==> src/sv/pli_pkg.sv <==
// Shared types and constants of the positional list unit.
package pli_pkg;

  localparam int unsigned POS_W  = 7;
  localparam int unsigned VAL_W  = 32;
  localparam int unsigned ELEM_W = 32;

  typedef enum logic [1:0] {
    FUNC_APPEND = 2'd0,
    FUNC_INSERT = 2'd1,
    FUNC_DELETE = 2'd2,
    FUNC_DUMP   = 2'd3
  } func_e;

  typedef enum logic [1:0] {
    STAT_ELEM  = 2'd0,
    STAT_EMPTY = 2'd1,
    STAT_RANGE = 2'd2,
    STAT_FULL  = 2'd3
  } status_e;

  typedef enum logic [1:0] {
    ST_IDLE,
    ST_EXEC,
    ST_DUMP
  } state_e;

  typedef enum logic [1:0] {
    SHIFT_NONE,
    SHIFT_INSERT,
    SHIFT_DELETE,
    SHIFT_ROTATE
  } shift_e;

  typedef struct packed {
    logic    load;
    shift_e  shift;
    logic    emit;
    logic    emit_elem;
    status_e emit_status;
  } pli_cmd_t;

  typedef struct packed {
    func_e func;
    logic  pos_err;
    logic  full;
    logic  empty;
    logic  dump_last;
    logic  out_free;
  } pli_stat_t;

endpackage

==> src/sv/pli_ctrl.sv <==
// Controller state machine of the positional list unit.
module pli_ctrl (
  input  logic               clk_i,
  input  logic               rst_ni,
  input  logic               in_valid_i,
  output logic               in_ready_o,
  input  pli_pkg::pli_stat_t stat_i,
  output pli_pkg::pli_cmd_t  cmd_o
);
  import pli_pkg::*;

  state_e state_q, state_d;

  always_ff @(posedge clk_i or negedge rst_ni) begin
    if (!rst_ni) begin
      state_q <= ST_IDLE;
    end else begin
      state_q <= state_d;
    end
  end

  always_comb begin
    state_d           = state_q;
    in_ready_o        = 1'b0;
    cmd_o.load        = 1'b0;
    cmd_o.shift       = SHIFT_NONE;
    cmd_o.emit        = 1'b0;
    cmd_o.emit_elem   = 1'b0;
    cmd_o.emit_status = STAT_ELEM;
    unique case (state_q)
      ST_IDLE: begin
        in_ready_o = 1'b1;
        if (in_valid_i) begin
          cmd_o.load = 1'b1;
          state_d    = ST_EXEC;
        end
      end
      ST_EXEC: begin
        unique case (stat_i.func) inside
          FUNC_APPEND, FUNC_INSERT: begin
            if (stat_i.pos_err || stat_i.full) begin
              // error beat waits for a free output register
              if (stat_i.out_free) begin
                cmd_o.emit        = 1'b1;
                cmd_o.emit_status = stat_i.pos_err ? STAT_RANGE : STAT_FULL;
                state_d           = ST_IDLE;
              end
            end else begin
              cmd_o.shift = SHIFT_INSERT;
              state_d     = ST_IDLE;
            end
          end
          FUNC_DELETE: begin
            if (stat_i.pos_err) begin
              if (stat_i.out_free) begin
                cmd_o.emit        = 1'b1;
                cmd_o.emit_status = STAT_RANGE;
                state_d           = ST_IDLE;
              end
            end else begin
              cmd_o.shift = SHIFT_DELETE;
              state_d     = ST_IDLE;
            end
          end
          default: begin
            if (stat_i.empty) begin
              if (stat_i.out_free) begin
                cmd_o.emit        = 1'b1;
                cmd_o.emit_status = STAT_EMPTY;
                state_d           = ST_IDLE;
              end
            end else begin
              state_d = ST_DUMP;
            end
          end
        endcase
      end
      ST_DUMP: begin
        // stream the head cell and rotate the list by one per beat
        if (stat_i.out_free) begin
          cmd_o.emit      = 1'b1;
          cmd_o.emit_elem = 1'b1;
          cmd_o.shift     = SHIFT_ROTATE;
          if (stat_i.dump_last) begin
            state_d = ST_IDLE;
          end
        end
      end
      default: begin
        state_d = ST_IDLE;
      end
    endcase
  end

endmodule

==> config.mk <==
export PLATFORM = sky130hd
export DESIGN_NAME = pli_ctrl
export DESIGN_NICKNAME = d
export VERILOG_FILES = /design/src/sv/pli_pkg.sv /design/src/sv/pli_ctrl.sv
export SDC_FILE = /design/constraint.sdc
export NUM_CORES = 1
export LEC_CHECK = 0
export BUFFER_PORTS_ARGS = -buffer_cell sky130_fd_sc_hd__clkbuf_2
export CORE_AREA = 2 2 39 41
export DETAILED_ROUTE_END_ITERATION = 7
export DIE_AREA = 0 0 41 43
export PLACE_DENSITY = 0.59
export SLEW_MARGIN = 0
export SYNTH_ARGS = -nofsm -noshare
export SYNTH_HDL_FRONTEND = slang
export SYNTH_SLANG_ARGS = --single-unit
==> constraint.sdc <==
create_clock -name clk_i -period 1.3 [get_ports clk_i]
set_clock_uncertainty 0.05 [all_clocks]
set_input_delay 0.065 -clock clk_i [delete_from_list [all_inputs] [get_ports clk_i]]
set_output_delay 0.065 -clock clk_i [all_outputs]
set_load 0.005 [all_outputs]
==> results.md, run 1 <==
- Die area: 1760 um2
- Sw Ratio: between 30% and 40%
- Min-delay worst type: in -> async
- Tcrit/Tclk final: 114%
- Max-Cap Viols: 0
- Switching pwr: between 0.3 and 0.4 mW
- Clk root buf: clkbuf_4
- H-tree levels: 1
- Clock Path Buffers: 2
- Pin count of the biggest net entering global routing: 9
- Initial antenna violation count: 0
- Synth cell types: 23
- Row count: 14
- Port bufs: 17
- Worst setup margin: -184 ps
- Crit-path max FO: 4
- First-pass GRT wire length: 1700 um
- Core Area: between 1000 and 1500 um2
- EDFF count, synth: 0
- Layout area overhead: 84.0%
- Reg-to-reg setup timing slack: -20 ps
- Die Ht: 43 um
- Antenna diode count: 0
- Placed inst area: 490 um2
- Final ANT Viol Nets: 0
- # IOs: 18
- Overflow after GRT: 0
- Share of cells above drive strength 1: between 60% and 70%
- Top cell by count, worst path: buf_6
- Final core occ: 43.6%
- Unrepaired setup endpoints after global routing: true
- Worst Setup End Kind: output port
- Worst-Skew Late Latency: 230 ps
- Max-slew violations: 0
- Crit-path slowest cell: dfrtp_1
- Register area share after synthesis: 15.3%
- Synth warnings: 0
- Final WL: 1080 um
- Buffer and inverter count on the worst path: 3
- Critical path class: reg -> out
- Clk pwr share: between 10% and 20%
- Failing checks: negative setup slack
- Peak supply drop: 0.489 mV
- First-pass detailed-route iteration total: 3
- Critical path's largest stage delay: 390 ps
- Biggest regs: state_q (2)
- Die Span X: 41 um
- Final GP Congestion: 0.730
- P_int: 0.594 mW
- Vias per cell: 4.71
- Top reg by flops: state_q
- Relative slew slack: between 70% and 80%
- CTS Buf Count: 3
- Comb pwr share: 74.3%
- CP startpoint kind: flop
- Flops & latches, synth: 2
- Pre-CTS setup slack: -94.8 ps
- Worst endpoint required time: approximately 1200 ps
- FMAX: between 0.6 and 0.7 GHz
- Vias post-DR: 419
- Fin area: 603 um2
- DRT iter0 DRCs: 4
- Pwr Total: 0.949 mW
- Sequential power share: 11.0%
- Most frequent cells in the layout: clkbuf_2 (14), nor2_1 (5), inv_1 (5)
- Worst path top cell family by delay: flip-flops
- Final net count: 88
- Avg WL per Cell: roughly 12 um
- Number of global-route vias before repair: 397
- Syn Area/Cell: around 7.3 um2
- Status: finished with violations
- GRT Overall Usage: 13.8%
- Leak: 0.288 nW
- Max FFs per register: 2
- Post-Synthesis Cells: 45
- Count of final setup violators: 8
- Post-synth top flop: dfrtp_1
- Slew @ Worst Pin: 305 ps
- DRC: 0
- Mapped Area: 328 um2
- Final min period: 1480 ps
- Async S/R FF share, synth: 100%
- Post-DP HPWL: 749 um
- Crit path DAT: 1370 ps
- Synth Net Count: 58
- Initial Util: 23.7%
- Commonest non-fill, non-tap cell in the layout: clkbuf_2
- Ordered list of cells on the worst path: buf_6 > ha_4 > buf_6 > a41oi_2 > nor2_1 > clkbuf_2
- Clock sinks: 2
- Worst-path clk slew: 30 ps
- PD cells: 1570 nW/um2
- TritonCTS clock tree: done
- Hold Fails Final Rpt: 0
timing repair:
action | CTS | global route
endpoints found under the hold margin | 2 | 0
endpoints found under the setup margin | 9 | 9
buffers inserted | 3 | 0
gates resized for setup | 13 | 4
pin swaps | 6 | 1
gates cloned | 0 | 0
hold buffers | 1 | 0
power by group through the flow:
stage	logic (mW)	registers (mW)	clock network (mW)
final	0.705	0.104	0.140
after global routing	0.770	0.108	0.154
after CTS	0.682	0.104	0.150
after detailed placement	0.486	0.117	0
after global placement	0.481	0.115	0
after floorplan	0.290	0.109	0
through the flow:
step | hold WS, ps | instances | TNS, ps
after floorplan | -281 | 45 | 0
after global placement | -197 | 82 | -172
after detailed placement | -196 | 82 | -185
after CTS | 101 | 89 | -699
after global routing | 114 | 89 | -1270
final | 108 | 89 | -619
cells by family (layout without fill, tap and decap cells):
group           Yosys count  after routing  synth area share (%)
buf+inv                   8             36                  9.16
fa+ha+maj                 3              3                  11.5
flops                     2              2                  15.3
compound gates           15             15                  35.5
simple gates             17             17                  28.6
synthesized netlist by cell type (all sizes together), types with 2 or more instances:
master	instances	area [um2]
a21oi	2	10.0
dfrtp	2	50.1
inv	8	30.0
nand2	2	7.51
ha	3	37.5
nor2	5	18.8
o21ai	3	15.0
nor2b	2	12.5
o22ai	2	12.5
and2	4	27.5
routing by layer:
metal / part of all wire (%) / routed length (um) / vias up / GRT usage [%]
met4: 1.7 / 18 / 0 / 6.00
met1: 40 / 430 / 185 / 15.7
met2: 54 / 580 / 13 / 23.8
li1: - / - / 219 / -
met3: 4.8 / 52 / 2 / 2.09
met5: 0 / 0 / - / 0
final timing paths:
| check | from | end | cells past startpoint |
|---|---|---|---|
| setup / recovery | state_q[0] | cmd_o[5] | 6 |
| hold / removal | rst_ni | state_q[1] | 2 |
| setup reg to reg | state_q[1] | state_q[1] | 5 |
| hold reg to reg | state_q[1] | state_q[1] | 2 |
| max in group asynchronous | rst_ni | state_q[0] | 2 |
| min in group clk_i | stat_i[2] | state_q[0] | 3 |
layout make-up:
cell class / instances / area, um2
clock buffer: 3 / 22.5
inverter: 8 / 30.0
timing repair buffer: 25 / 165
tap: 16 / 20.0
fill: 152 / 781
multi-input combinational: 35 / 315
sequential: 2 / 50.0
No activity file was read; power rests on OpenSTA's default activity.
==> run 2, diff against run 1 <==
Settings changed: CORE_AREA 2 2 39 41 to not set, CORE_UTILIZATION set to 25, DIE_AREA 0 0 41 43 to not set, GPL_TIMING_DRIVEN set to 1, PLACE_DENSITY 0.59 to 0.51.
==> run 2 against run 1 <==
The run still ends with negative setup slack left. Fmax increased by 0.54%. Worst hold slack improved by 33 ps. Flip-flop and latch count unchanged. Critical path depth unchanged. Largest cell class unchanged.
==> results.md, run 2 (synthesis gave the netlist of run 1 again) <==
- Top reg by flops: state_q (unchanged)
- CTS Buf Count: 3 (unchanged)
- Vias post-DR: 446 (was 419)
- Min-delay worst type: in -> async (unchanged)
- Clock sinks: 2 (unchanged)
- Most frequent cells in the layout: clkbuf_2 (14), buf_4 (8), buf_6 (6) (was clkbuf_2 (14), nor2_1 (5), inv_1 (5))
- Final ANT Viol Nets: 0 (unchanged)
- Final GP Congestion: 0.678 (was 0.730)
- Share of cells above drive strength 1: 64.6% (was 60.3%)
- Initial antenna violation count: 0 (unchanged)
- Peak supply drop: 0.659 mV (was 0.489 mV)
- Pin count of the biggest net entering global routing: 9 (unchanged)
- Biggest regs: state_q (2) (unchanged)
- Crit-path slowest cell: dfrtp_1 (unchanged)
- Max-slew violations: 0 (unchanged)
- Ordered list of cells on the worst path: buf_6 > ha_4 > buf_6 > a41oi_2 > nor2_1 > clkbuf_2 (unchanged)
- Layout area overhead: 104% (was 84.0%)
- PD cells: 1650 nW/um2 (was 1570 nW/um2)
- Port bufs: 17 (unchanged)
- Avg WL per Cell: 12.1 um (about the same)
- DRC: 0 (unchanged)
- Antenna diode count: 0 (unchanged)
- First-pass detailed-route iteration total: 4 (was 3)
- Failing checks: negative setup slack (unchanged)
- # IOs: 18 (unchanged)
- Vias per cell: 4.80 (was 4.71)
- Top cell by count, worst path: buf_6 (unchanged)
- Relative slew slack: 82.1% (was 79.6%)
- Crit-path max FO: 4 (unchanged)
- GRT Overall Usage: 17.6% (was 13.8%)
- FMAX: 0.677 GHz (was 0.674 GHz)
- DRT iter0 DRCs: 3 (was 4)
- Post-DP HPWL: 733 um (was 749 um)
- Commonest non-fill, non-tap cell in the layout: clkbuf_2 (unchanged)
- Initial Util: 28.4% (was 23.7%)
- Core Area: 1160 um2 (was 1380 um2)
- Unrepaired setup endpoints after global routing: true (unchanged)
- # fillers: 116 (was 152)
- Final WL: 1120 um (was 1080 um)
- Buffer and inverter count on the worst path: 3 (unchanged)
- Worst-Skew Late Latency: 230 ps (about the same)
- Die area: 1460 um2 (was 1760 um2)
- Worst endpoint required time: 1190 ps (about the same)
- Die Ht: 38.2 um (was 43 um)
- Worst setup margin: -176 ps (was -184 ps)
- Register area: 50.0 um2 (unchanged)
- Worst Setup End Kind: output port (unchanged)
- R2R Path End: state_q[1] (unchanged)
- Overflow after GRT: 0 (unchanged)
- Clock Path Buffers: 2 (unchanged)
- H-tree levels: 1 (unchanged)
- Crit path DAT: 1360 ps (was 1370 ps)
- Setup crit start: state_q[0] (unchanged)
- Critical path class: reg -> out (unchanged)
- Final Non-Filler Cells: 93 (was 89)
- Leak: 0.321 nW (was 0.288 nW)
- Max-Cap Viols: 0 (unchanged)
- Multi-input gate area: 330 um2 (was 315 um2)
- Tcrit/Tclk final: 114% (about the same)
- CP startpoint kind: flop (unchanged)
- Max FFs per register: 2 (unchanged)
- Worst path top cell family by delay: flip-flops (unchanged)
- Pre-CTS setup slack: -77.5 ps (was -94.8 ps)
- Worst r2r src: state_q[1] (unchanged)
- First-pass GRT wire length: 1710 um (was 1700 um)
- Reg2Reg Depth: 6 (was 5)
- TritonCTS clock tree: done (unchanged)
- Number of global-route vias before repair: 393 (was 397)
- Count of final setup violators: 9 (was 8)
- Inst Count DP: 83 (was 82)
- Worst Setup EP: cmd_o[5] (unchanged)
- Row count: 12 (was 14)
- Final min period: 1480 ps (about the same)
- Reg-to-reg setup timing slack: -120 ps (was -20 ps)
- Worst-path clk slew: 40 ps (was 30 ps)
- Crit path depth: 6 (unchanged)
- Setup TNS: -1030 ps (was -619 ps)
- Die Span X: 38.2 um (was 41 um)
- Slew @ Worst Pin: 268 ps (was 305 ps)
- Status: finished with violations (unchanged)
- Critical path's largest stage delay: 400 ps (was 390 ps)
- Clk root buf: clkbuf_4 (unchanged)
- Hold Fails Final Rpt: 0 (unchanged)
- Final net count: 94 (was 88)
## run 2: cell types whose count changed in the layout (fill, tap and decap cells not counted), sizes merged
cell	before	now
buf	10	16
## run 2: worst min path at each step
stage,startpoint,cells after the start,to
after detailed placement,rst_ni,1,state_q[1]
after global placement,rst_ni,1,state_q[1]
final,rst_ni,2,state_q[1]
after CTS,rst_ni,2,state_q[1]
after floorplan,rst_ni,0,state_q[0]
after global routing,rst_ni,2,state_q[1]
## run 2: metrics by stage
stage	cell area [um2]	hold WS (ps)	total power, mW	util [%]
final	668	140	1.10	57.8
after global routing	668	132	1.19	57.8
after CTS	622	112	0.997	53.8
after detailed placement	510	-197	0.634	44.2
after global placement	510	-198	0.635	44.2
after floorplan	355	-281	0.400	-
## run 2: final cells by class
cell class	instances	share of cell area, %
timing repair buffer	31	32.6
sequential	2	7.49
inverter	8	4.49
multi-input combinational	35	49.4
tap	14	2.62
clock buffer	3	3.37
## run 2: repair_timing
item	in CTS	in global routing
setup buffers	4	3
endpoints found under the hold margin	2	0
hold buffers	1	0
endpoints found under the setup margin	9	9
gates resized for setup	13	9
pin swaps	9	2
## run 2: report_power, final
group | internal, mW | total, mW | switching, mW
combinational | 0.513 | 0.845 | 0.331
clock | 0.103 | 0.151 | 0.0478
sequential | 0.0846 | 0.107 | 0.0226
total | 0.701 | 1.10 | 0.402
## run 2: metal layers
layer | track usage [%] | wire [um]
met1 | 18.9 | 480
met2 | 33.1 | 596
met3 | 7.56 | 48
met4 | 0 | 0
met5 | 0 | 0
